--- config.mk ---
export PLATFORM = sky130hd
export DESIGN_NAME = rmea_isqrt
export DESIGN_NICKNAME = d
export VERILOG_FILES = /design/src/hw/rtl/rmea_isqrt.sv
export SDC_FILE = /design/constraint.sdc
export NUM_CORES = 1
export LEC_CHECK = 0
export BUFFER_PORTS_ARGS = -buffer_cell sky130_fd_sc_hd__buf_2
export CAP_MARGIN = 10
export CORE_ASPECT_RATIO = 0.9
export CORE_MARGIN = 8
export CORE_UTILIZATION = 30
export CTS_CLUSTER_DIAMETER = 100
export DETAILED_ROUTE_END_ITERATION = 10
export GPL_TIMING_DRIVEN = 0
export PLACE_DENSITY = 0.54
export SYNTH_ARGS = -nofsm -noshare
export SYNTH_HDL_FRONTEND = slang
export SYNTH_SLANG_ARGS = --single-unit
--- constraint.sdc ---
create_clock -name clk -period 3.6 [get_ports clk]
set_input_delay 0.72 -clock clk [delete_from_list [all_inputs] [get_ports clk]]
set_output_delay 0.72 -clock clk [all_outputs]
set_load 0.02 [all_outputs]
--- src/hw/rtl/rmea_isqrt.sv ---
`timescale 1ns / 1ps
`default_nettype none
// ----------------------------------------------------------------------------
// rmea_isqrt
// pipelined floor square root, one root bit per stage, side data carried along
// ----------------------------------------------------------------------------
module rmea_isqrt #(
  parameter int W      = 16,
  parameter int SIDE_W = 8
) (
  input  wire logic              clk,
  input  wire logic              en,
  input  wire logic [2*W-1:0]    n_in,
  input  wire logic [SIDE_W-1:0] side_in,
  output logic      [W-1:0]      root_out,
  output logic      [SIDE_W-1:0] side_out
);

  localparam int RW = W + 3;

  logic [RW-1:0]     rem_r  [0:W];
  logic [W-1:0]      root_r [0:W];
  logic [2*W-1:0]    n_r    [0:W];
  logic [SIDE_W-1:0] side_r [0:W];

  always_comb begin
    rem_r[0]  = '0;
    root_r[0] = '0;
    n_r[0]    = n_in;
    side_r[0] = side_in;
  end

  for (genvar k = 0; k < W; k++) begin : g_stage
    logic [RW-1:0] cur;
    logic [RW-1:0] test;
    logic [RW-1:0] rem_nxt;
    logic [W-1:0]  root_nxt;

    always_comb begin
      cur  = {rem_r[k][RW-3:0], n_r[k][2*W-1 -: 2]};
      test = RW'({root_r[k], 2'b01});
      if (cur >= test) begin
        rem_nxt  = cur - test;
        root_nxt = {root_r[k][W-2:0], 1'b1};
      end else begin
        rem_nxt  = cur;
        root_nxt = {root_r[k][W-2:0], 1'b0};
      end
    end

    always_ff @(posedge clk) begin
      if (en) begin
        rem_r[k+1]  <= rem_nxt;
        root_r[k+1] <= root_nxt;
        n_r[k+1]    <= {n_r[k][2*W-3:0], 2'b00};
        side_r[k+1] <= side_r[k];
      end
    end
  end

  assign root_out = root_r[W];
  assign side_out = side_r[W];

endmodule
`default_nettype wire

==> results.md <==
- Status: finished clean
- Worst setup path class: reg2reg
- Reg power frac: 0.492
- Largest net degree at the start of global routing: approximately 130
- Skew-Pair Late Insertion Delay: between 600 and 700 ps
- Power, Total: ~22000 uW
- Fin Clk Skew: approximately 36 ps
- Post-DP HPWL: between 30 and 40 mm
- Pwr per Cell Area: 593 nW/um2
- FF+latch area: 22300 um2
- I/O Buffers: 65
- Net switching power: between 5000 and 6000 uW
- Max frequency: about 0.31 GHz
- Max Buffers Root-to-Sink: 3
- Ant diodes: 0
- Ports: 66
- Worst hold slack: 241 ps
- CTS Hold Bufs: 0
- Clock transition at the registers of the reported paths: ~60 ps
- Internal: around 17000 uW
- Fin util: 0.350
- Peak supply drop: 0.430 mV
- RSZ-0062 raised after global routing: false
- Nets: approximately 2600
- Number of global-route vias before repair: approximately 18000
- Min Tclk post-route: about 3200 ps
- Slew Viols, Final: 0
- Relative slew margins: 0.368
- Routed wire length: 56.7 mm
- Global-route wire length before repair: 92.2 mm
- Sink Count: about 740
- Fillers: around 10000
- CORE AREA: between 100000 and 150000 um2
- Post-CTS sizing: 0
- Clock power share: 0.377
- Comb power frac: 0.131
- # H-tree levels: 3
- CP Data Arrival Time: 3570 ps
- Slew @ Worst Pin: 946 ps
- Multi-input gate area: 9370 um2
- CTS tree: yes
- Maximum fanout along the worst path: 10
- Sw frac: 0.248
- Final worst path period share: 0.886
- Iteration-0 DRC Markers: ~1200
- Setup Buffers After CTS: 0
- YS warnings: 0
- Layout area overhead: 15.7%
- Worst slack at placement: approximately 430 ps
- MaxCap Viol Count: 0
- Drt pass-1 iters: 5
- WP buf/inv: 4
- Compound-Gate Fraction of Synth Area: 0.0848
- Grt ovf: 0
- Mean Syn Cell Area: between 10 and 15 um2
- Post-Syn Instances: about 2300
- Cell Rows: 114
- Routed Antenna Nets: 0
- Most common cell after layout, fill and taps aside: edfxtp_1
- Die Y-Extent: roughly 330 um
- Post-route DRC: 0
- Die X: approximately 360 um
- Setup ws final: a little over 400 ps
- Main combinational cell family by area after synthesis: compound AO/OA/AOI/OAI gates
- Synthesized flop and latch total: 741
- Data required, critical path: 3980 ps
- Syn Std Cell Area: between 30000 and 40000 um2
- Yosys cell types: a little under 80
- Via/cell ratio: roughly 4.6
- Mapped Nets: around 2500
- Ys async rst share: 0
- Critical path's slowest cell: a221oi_2
- Max stage delay on crit path: around 480 ps
- Most used DFF post-synth: edfxtp_1
- Proportion of synthesized area in mux cells: 0.0214
- CTS Root Cell: clkbuf_16
- Worst setup EP type: flop
- Highest-count cells in the layout ignoring fill and taps: edfxtp_1 (741), inv_1 (196), ha_1 (152)
- EDFF count, synth: about 740
- Simple-Gate Fraction of Synth Area: 0.0802
- Xor and xnor area share after synthesis: 0.0427
- Starting Density: 0.303
- Share of cells above drive strength 1: 0.119
- Sequential-to-total area share from yosys stat: 0.683
- Initial antenna violation count: 0
- Routability cong.: between 0.8 and 0.9
- DR WL/cell: around 14 um
- Post-Synth Adder-Cell Area: 0.0584
- Worst hold path type: in2reg
- CP top delay family: compound AO/OA/AOI/OAI gates
- Crit-path cells: inv_1 > ha_1 > buf_2 > a2111oi_2 > o21ai_1 > a221oi_2 > o31ai_2 > a21boi_4 > inv_2 > buf_6 > mux2_4
- # setup viols final: 0
- CTS buffer count: 83
- GRT Util Overall: 0.0923
- Final Hold Vio Count: 0
- Crit start category: flop
- DIE AREA: 119000 um2
- Leakage power: between 0.01 and 0.015 uW
- Via count: between 15000 and 20000
path summary, 6_finish.rpt:
path | startpoint | end | slack (ps) | cells past startpoint
min reg2reg | n_r[370]$_DFFE_PP_ | n_r[340]$_DFFE_PP_ | 410 | 0
max reg2reg | g_stage[12].test[6]$_DFFE_PP_ | g_stage[13].cur[14]$_DFFE_PP_ | 410 | 11
max | g_stage[12].test[6]$_DFFE_PP_ | g_stage[13].cur[14]$_DFFE_PP_ | 410 | 11
min | side_in[5] | side_r[125]$_DFFE_PP_ | 240 | 1
Yosys cell counts, types with 5 or more instances:
cell type    n  area [um2]
o211ai_1    16         120
mux2_4       6        90.1
clkbuf_1    15        56.3
edfxtp_1   741       22300
nor3_1      51         255
a21o_1      31         233
xnor2_1     92         806
nor3b_1      5        37.5
buf_2       12        60.1
or2_2        7        43.8
o21bai_1     9        67.6
nor2_1     143         537
o22ai_1      5        31.3
or4_1        9        67.6
nand3_1     36         180
nand2b_1    25         156
nand4_1     15        93.8
nand2_1     89         334
nor2b_1     25         156
o31a_1       5        43.8
o21ai_0     82         410
a211oi_1    20         150
inv_1      196         736
nor4_1      28         175
o31ai_1      9        67.6
a21boi_0     8        60.1
nand3b_1     9        67.6
ha_1       152        1900
and2_1       9        56.3
o21a_1      37         278
or3_1       29         181
a31oi_1      9        56.3
a2111oi_2    5        75.1
xor2_1      67         587
o2111ai_1    5        43.8
a31o_2       9        78.8
a21oi_1    117         586
a211o_1      7        61.3
and3_1      11        68.8
mux2_2      45         507
nand4b_1     8        70.1
mux2i_1     10         100
buf_4       10        75.1
area by class of cell:
| cell class | instances | area share |
|---|---|---|
| Buffer | 39 | 0.00568 |
| Clock buffer | 99 | 0.0567 |
| Clock inverter | 53 | 0.0167 |
| Inverter | 198 | 0.0197 |
| Multi-Input combinational cell | 1299 | 0.249 |
| Sequential cell | 741 | 0.590 |
| Tap cell | 1450 | 0.0481 |
| Timing Repair Buffer | 72 | 0.0140 |
worst register-to-register path, cell delays in order (launching register included):
cell and delay [ps]:
edfxtp_1 460, inv_1 90, ha_1 220, buf_2 170
a2111oi_2 310, o21ai_1 160, a221oi_2 480, o31ai_2 200
a21boi_4 270, inv_2 110, buf_6 170, mux2_4 300
flip-flops by register name, summed over array words and instances, names as in the netlist:
register and count:
side_out 8, side_r 120, g_stage.cur 267, g_stage.test 120
n_r 210, root_out 16
power by group through the flow:
| stage | sequential (uW) | combinational, uW | clock [uW] |
|---|---|---|---|
| floorplan | 11000 | 2150 | 0 |
| global placement | 11400 | 2830 | 0 |
| detailed placement | 11200 | 2920 | 0 |
| CTS | 11000 | 2940 | 8770 |
| global route | 11100 | 3280 | 9070 |
| finish | 11000 | 2930 | 8430 |
layer usage:
metal  GRT usage  vias up  wire, um
li1            -     8854         -
met1       0.119     8635     26300
met2       0.150      366     26000
met3      0.0209      136      2450
met4      0.0385        0      1910
met5           0        -         0
through the flow:
step | instance area [um2] | cells | setup TNS (ps)
floorplan | 32600 | 2277 | 0
global placement | 34700 | 3792 | -6844270
detailed placement | 34900 | 3799 | 0
CTS | 37700 | 3951 | 0
global route | 37700 | 3951 | 0
finish | 37700 | 3951 | 0
cells by family after synthesis:
family | after synthesis
compound gates | 412
xor+xnor | 159
fa+ha+maj | 152
buf+inv | 237
flops | 741
mux | 61
other cells | 1
simple gates | 514
No activity file was read; power rests on OpenSTA's default activity.
