File: config.mk
export PLATFORM = sky130hd
export DESIGN_NAME = rmea_cordic
export DESIGN_NICKNAME = d
export VERILOG_FILES = /design/src/hw/rtl/rmea_pkg.sv /design/src/hw/rtl/rmea_cordic.sv
export SDC_FILE = /design/constraint.sdc
export NUM_CORES = 2
export LEC_CHECK = 0
export BUFFER_PORTS_ARGS = -buffer_cell sky130_fd_sc_hd__buf_2
export CAP_MARGIN = 20
export CORE_MARGIN = 2
export CORE_UTILIZATION = 30
export DETAILED_ROUTE_END_ITERATION = 10
export GPL_TIMING_DRIVEN = 0
export SYNTH_ARGS = -nofsm -noshare
export SYNTH_HDL_FRONTEND = slang
export SYNTH_SLANG_ARGS = --single-unit
File: constraint.sdc
create_clock -name clk -period 8.5 [get_ports clk]
set_clock_uncertainty 0.2 [all_clocks]
set_input_delay 1.7 -clock clk [delete_from_list [all_inputs] [get_ports clk]]
set_output_delay 1.7 -clock clk [all_outputs]
set_load 0.1 [all_outputs]
File: src/hw/rtl/rmea_pkg.sv
`timescale 1ns / 1ps
`default_nettype none
// ----------------------------------------------------------------------------
// rmea_pkg
// shared constants and the arctangent table for the euler angle pipeline
// ----------------------------------------------------------------------------
package rmea_pkg;

  localparam int CORDIC_STEPS = 17;
  localparam int ZW           = 20;
  localparam int THR_W        = 15;

  localparam logic [0:0] REG_CONVENTION = 1'b0;
  localparam logic [0:0] REG_THRESHOLD  = 1'b1;

  localparam logic signed [ZW-1:0] PI_Q16 = 20'sd205887;

  function automatic logic signed [ZW-1:0] atan_q16(input int idx);
    logic signed [ZW-1:0] v;
    unique case (idx)
      0:       v = 20'sd51472;
      1:       v = 20'sd30385;
      2:       v = 20'sd16055;
      3:       v = 20'sd8150;
      4:       v = 20'sd4091;
      5:       v = 20'sd2047;
      6:       v = 20'sd1024;
      7:       v = 20'sd512;
      8:       v = 20'sd256;
      9:       v = 20'sd128;
      10:      v = 20'sd64;
      11:      v = 20'sd32;
      12:      v = 20'sd16;
      13:      v = 20'sd8;
      14:      v = 20'sd4;
      15:      v = 20'sd2;
      16:      v = 20'sd1;
      default: v = '0;
    endcase
    return v;
  endfunction

endpackage
`default_nettype wire

File: src/hw/rtl/rmea_cordic.sv
`timescale 1ns / 1ps
`default_nettype none
// ----------------------------------------------------------------------------
// rmea_cordic
// pipelined vectoring cordic atan2, quadrant fix-up stage then one step a stage
// ----------------------------------------------------------------------------
module rmea_cordic
  import rmea_pkg::*;
#(
  parameter int W = 16
) (
  input  wire logic                 clk,
  input  wire logic                 en,
  input  wire logic signed [W:0]    y_in,
  input  wire logic signed [W:0]    x_in,
  output logic      signed [ZW-1:0] z_out
);

  localparam int CW = W + 16;

  logic signed [CW-1:0] x_r    [0:CORDIC_STEPS];
  logic signed [CW-1:0] y_r    [0:CORDIC_STEPS];
  logic signed [ZW-1:0] z_r    [0:CORDIC_STEPS];
  logic                 zero_r [0:CORDIC_STEPS];

  logic signed [CW-1:0] x_ext;
  logic signed [CW-1:0] y_ext;

  assign x_ext = CW'(x_in);
  assign y_ext = CW'(y_in);

  always_ff @(posedge clk) begin
    if (en) begin
      zero_r[0] <= (x_in == '0) && (y_in == '0);
      if (x_in < 0) begin
        z_r[0] <= (y_in >= 0) ? PI_Q16 : -PI_Q16;
        x_r[0] <= (-x_ext) <<< 12;
        y_r[0] <= (-y_ext) <<< 12;
      end else begin
        z_r[0] <= '0;
        x_r[0] <= x_ext <<< 12;
        y_r[0] <= y_ext <<< 12;
      end
    end
  end

  for (genvar i = 0; i < CORDIC_STEPS; i++) begin : g_step
    always_ff @(posedge clk) begin
      if (en) begin
        zero_r[i+1] <= zero_r[i];
        if (y_r[i] >= 0) begin
          x_r[i+1] <= x_r[i] + (y_r[i] >>> i);
          y_r[i+1] <= y_r[i] - (x_r[i] >>> i);
          z_r[i+1] <= z_r[i] + atan_q16(i);
        end else begin
          x_r[i+1] <= x_r[i] - (y_r[i] >>> i);
          y_r[i+1] <= y_r[i] + (x_r[i] >>> i);
          z_r[i+1] <= z_r[i] - atan_q16(i);
        end
      end
    end
  end

  assign z_out = zero_r[CORDIC_STEPS] ? '0 : z_r[CORDIC_STEPS];

endmodule
`default_nettype wire

==> impl_metrics.json <==
{
  "synth.yosys.warnings": 0,
  "syn-instance-count": 10720,
  "numCtsBuffers": 155,
  "worstSetupPathType": "input port to flop",
  "layout.nets": 12130,
  "postSynth.asyncResetShare_pct": 0,
  "grt-ovfl-total": 0,
  "ctsHtreeMaxLevel": 4,
  "numPlacedInstances": 15330,
  "cp.arrival_ns": 8.51,
  "number_of_antenna_violations_at_the_first_check_in_global_routing": 6,
  "first_global_vias": 74390,
  "layout_worst_path_cycle_share_pct": 95.98,
  "wl_per_instance_um": 17.39,
  "tritoncts_num_sinks": 1259,
  "rsz0062_at_grt": "no",
  "dp_hpwl_mm": 218.1,
  "chipWidth_um": 589.0,
  "critical_path.max_fanout": 26,
  "mappedNetlistArea_sq_mm": 0.1027,
  "hold_viol": 0,
  "synth_seq_area_share_pct": 36.82,
  "clock_latency_ns": 0.85,
  "drv.max_cap_violation_count": 0,
  "routed_wirelength_mm": 271.4,
  "drt_first_iter_violations": 5912,
  "cp_cell_sequence": "buf_4 > buf_4 > buf_6 > clkbuf_4 > nand2_2 > inv_1 > clkbuf_1 > buf_16 > nor2_1 > xor2_1 > ha_1 > a21oi_1 > o21ai_0 > a221o_1 > a41oi_1 > o21ai_0 > o31ai_1 > a21oi_1 > o21a_1 > nor2_1 > xnor2_1",
  "detail_route.vias_per_cell": 5.123,
  "flow.area_growth_from_synthesis_pct": 11.41,
  "synth_fp_nets": 11890,
  "port_buffers": 55,
  "post_cts_buffers": 0,
  "drc": 0,
  "initial_core_utilization_pct": 30.17,
  "design.die.area_sq_mm": 0.3470,
  "stdcell_count": 15610,
  "worstSetupEndpointType": "flop",
  "synth-seq-cells": 1259,
  "ratio_of_cells_with_drive_above_1_in_the_final_layout_pct": 4.029,
  "grt_pass1_wl_mm": 422.6,
  "core_area_sq_mm": 0.3403,
  "antenna_violating_nets_post_route": 0,
  "fillerInstances": 34740,
  "critical_path.slowest_cell": "sky130_fd_sc_hd__a41oi_1",
  "largest_net_degree_at_the_start_of_global_routing": 72,
  "die_height_um": 589.0,
  "timing_worst_slew_pin_value_ns": 1.128,
  "floorplan.io_pins": 56,
  "drt-pass1-iter-count": 5,
  "rows": 214,
  "final_max_slew_viol_count": 0,
  "vias": 79960,
  "start_kind": "input port",
  "yosys_most_used_dff": "sky130_fd_sc_hd__edfxtp_1",
  "avgSynthCellArea_sq_um": 9.580,
  "maxClockFrequency_ghz": 0.1226,
  "path_clk_slew_ns": 0.06,
  "clock-root-buffer": "sky130_fd_sc_hd__clkbuf_16",
  "place.gp.congestion": 0.9105,
  "critical_path.max_stage_delay_ns": 0.64,
  "clock_buffer_depth": 4,
  "status": "finished, final reports clean",
  "finalCriticalPeriod_ns": 8.159,
  "synth-edff-count": 1259,
  "tritoncts": "yes",
  "timing.max_slew.rel_slack_pct": 22.84,
  "min_path_type": "flop to flop",
  "final-setup-viol-count": 0,
  "yosys.cell_types.count": 104,
  "worst_ep_required_time_ns": 8.86,
  "grt_usage_pct": 15.12
}
path summary, 6_finish.rpt:
kind,slack (ns),depth (start not counted),from,end
hold / removal,0.21,0,z_r[6][9],z_r[7][9]
setup reg to reg,0.52,30,y_r[2][9],y_r[2][62]
hold reg to reg,0.21,0,z_r[6][9],z_r[7][9]
setup / recovery,0.34,21,en,y_r[4][29]
logic make-up after synthesis:
group	count (synthesis)	synth area share, %
AO/OA/AOI/OAI	3008	18.48
AND/OR/NAND/NOR	2944	13.91
multiplexers	56	0.5581
flip-flops	1259	36.82
buffers and inverters	747	2.747
XOR/XNOR	1565	13.35
adder cells (fa/ha/maj)	1139	14.14
per-layer routing:
| layer | wire [um] | track usage, % | share of wire, % |
|---|---|---|---|
| met1 | 126900 | 20.86 | 47 |
| met2 | 121800 | 24.57 | 45 |
| met3 | 15250 | 2.178 | 5.6 |
| met4 | 7420 | 4.145 | 2.7 |
| met5 | 13 | 0 | 0.0048 |
flip-flops by register name, indices dropped and copies added, names as in the netlist:
| signal | count |
|---|---|
| zero_r | 18 |
| x_r | 442 |
| y_r | 459 |
| z_r | 340 |
critical path: cells and delay by family:
family	cells	cell delay [ns]
buf+inv	7	2.77
compound gates	8	2.82
xor+xnor	2	0.24
fa+ha+maj	1	0.32
simple gates	3	0.53
Yosys cell counts (all sizes together) (153+ instances only):
| cell | number | area [sq um] |
|---|---|---|
| nor3 | 301 | 1516 |
| clkbuf | 198 | 744.5 |
| nor2b | 153 | 957.2 |
| a21oi | 959 | 4803 |
| a21o | 368 | 2763 |
| nand3 | 159 | 795.8 |
| ha | 1097 | 13730 |
| o21ai | 665 | 3336 |
| xnor2 | 1047 | 9170 |
| o21a | 175 | 1314 |
| nand2 | 679 | 2549 |
| nor2 | 888 | 3333 |
| edfxtp | 1259 | 37810 |
| xor2 | 518 | 4537 |
| inv | 512 | 1922 |
stage by stage:
step	setup slack (ns)	utilization (%)	hold WS, ns	cell area [sq um]	setup TNS (ns)
6_report	0.3413	33.62	0.2109	114400	0
5_1_grt	0.02230	33.61	0.2187	114400	0
4_1_cts	0.04130	33.60	0.1987	114400	0
3_5_place_dp	-2.045	32.09	0.2045	109200	-242.14
3_3_place_gp	-4.162	31.92	0.2023	108600	-2235.13
2_1_floorplan	1.853	-	0.2003	102700	0
area by class of cell:
| cell class | count | area (sq um) | area share (%) |
|---|---|---|---|
| buffer | 228 | 943.4 | 0.8247 |
| multi-input combinational | 8712 | 62070 | 54.26 |
| antenna | 1 | 2.502 | 0.002187 |
| inverter | 517 | 1941 | 1.696 |
| clock buffer | 173 | 4010 | 3.505 |
| tap | 4536 | 5675 | 4.961 |
| timing repair buffer | 82 | 829.5 | 0.7251 |
| clock inverter | 99 | 1124 | 0.9822 |
| sequential | 1259 | 37810 | 33.05 |
cell usage in the layout (no fill, tap or decap), types with 28 or more instances in the layout:
| cell | n |
|---|---|
| sky130_fd_sc_hd__buf_2 | 58 |
| sky130_fd_sc_hd__clkinv_1 | 29 |
| sky130_fd_sc_hd__nand3b_1 | 35 |
| sky130_fd_sc_hd__inv_1 | 509 |
| sky130_fd_sc_hd__xor2_1 | 518 |
| sky130_fd_sc_hd__o21ai_0 | 647 |
| sky130_fd_sc_hd__o41ai_1 | 59 |
| sky130_fd_sc_hd__o21bai_1 | 118 |
| sky130_fd_sc_hd__nor2_1 | 888 |
| sky130_fd_sc_hd__a31oi_1 | 91 |
| sky130_fd_sc_hd__or3_1 | 95 |
| sky130_fd_sc_hd__mux2i_1 | 46 |
| sky130_fd_sc_hd__nand2_1 | 678 |
| sky130_fd_sc_hd__o211ai_1 | 36 |
| sky130_fd_sc_hd__edfxtp_1 | 1259 |
| sky130_fd_sc_hd__or4_1 | 49 |
| sky130_fd_sc_hd__and2_1 | 74 |
| sky130_fd_sc_hd__ha_1 | 1097 |
| sky130_fd_sc_hd__nor3_1 | 299 |
| sky130_fd_sc_hd__xnor2_1 | 1047 |
| sky130_fd_sc_hd__o21a_1 | 175 |
| sky130_fd_sc_hd__nand4_1 | 69 |
| sky130_fd_sc_hd__nand3_1 | 159 |
| sky130_fd_sc_hd__a21o_1 | 368 |
| sky130_fd_sc_hd__nand2b_1 | 146 |
| sky130_fd_sc_hd__or2_2 | 28 |
| sky130_fd_sc_hd__fa_1 | 37 |
| sky130_fd_sc_hd__a21boi_0 | 40 |
| sky130_fd_sc_hd__and4_1 | 29 |
| sky130_fd_sc_hd__a211oi_1 | 71 |
| sky130_fd_sc_hd__nor4_1 | 92 |
| sky130_fd_sc_hd__and3_1 | 83 |
| sky130_fd_sc_hd__a21oi_1 | 958 |
| sky130_fd_sc_hd__clkbuf_16 | 158 |
| sky130_fd_sc_hd__o31ai_1 | 131 |
| sky130_fd_sc_hd__clkbuf_1 | 190 |
| sky130_fd_sc_hd__nor2b_1 | 153 |
what timing repair did:
item	4_1_cts	5_1_grt
cloned	0	0
gates resized for setup	6	10
hold buffers	0	0
setup endpoints to repair	125	18
Power is left out: the tool's default activity adds up to more than one toggle a clock period on the data nets, which glitch-free logic cannot reach.
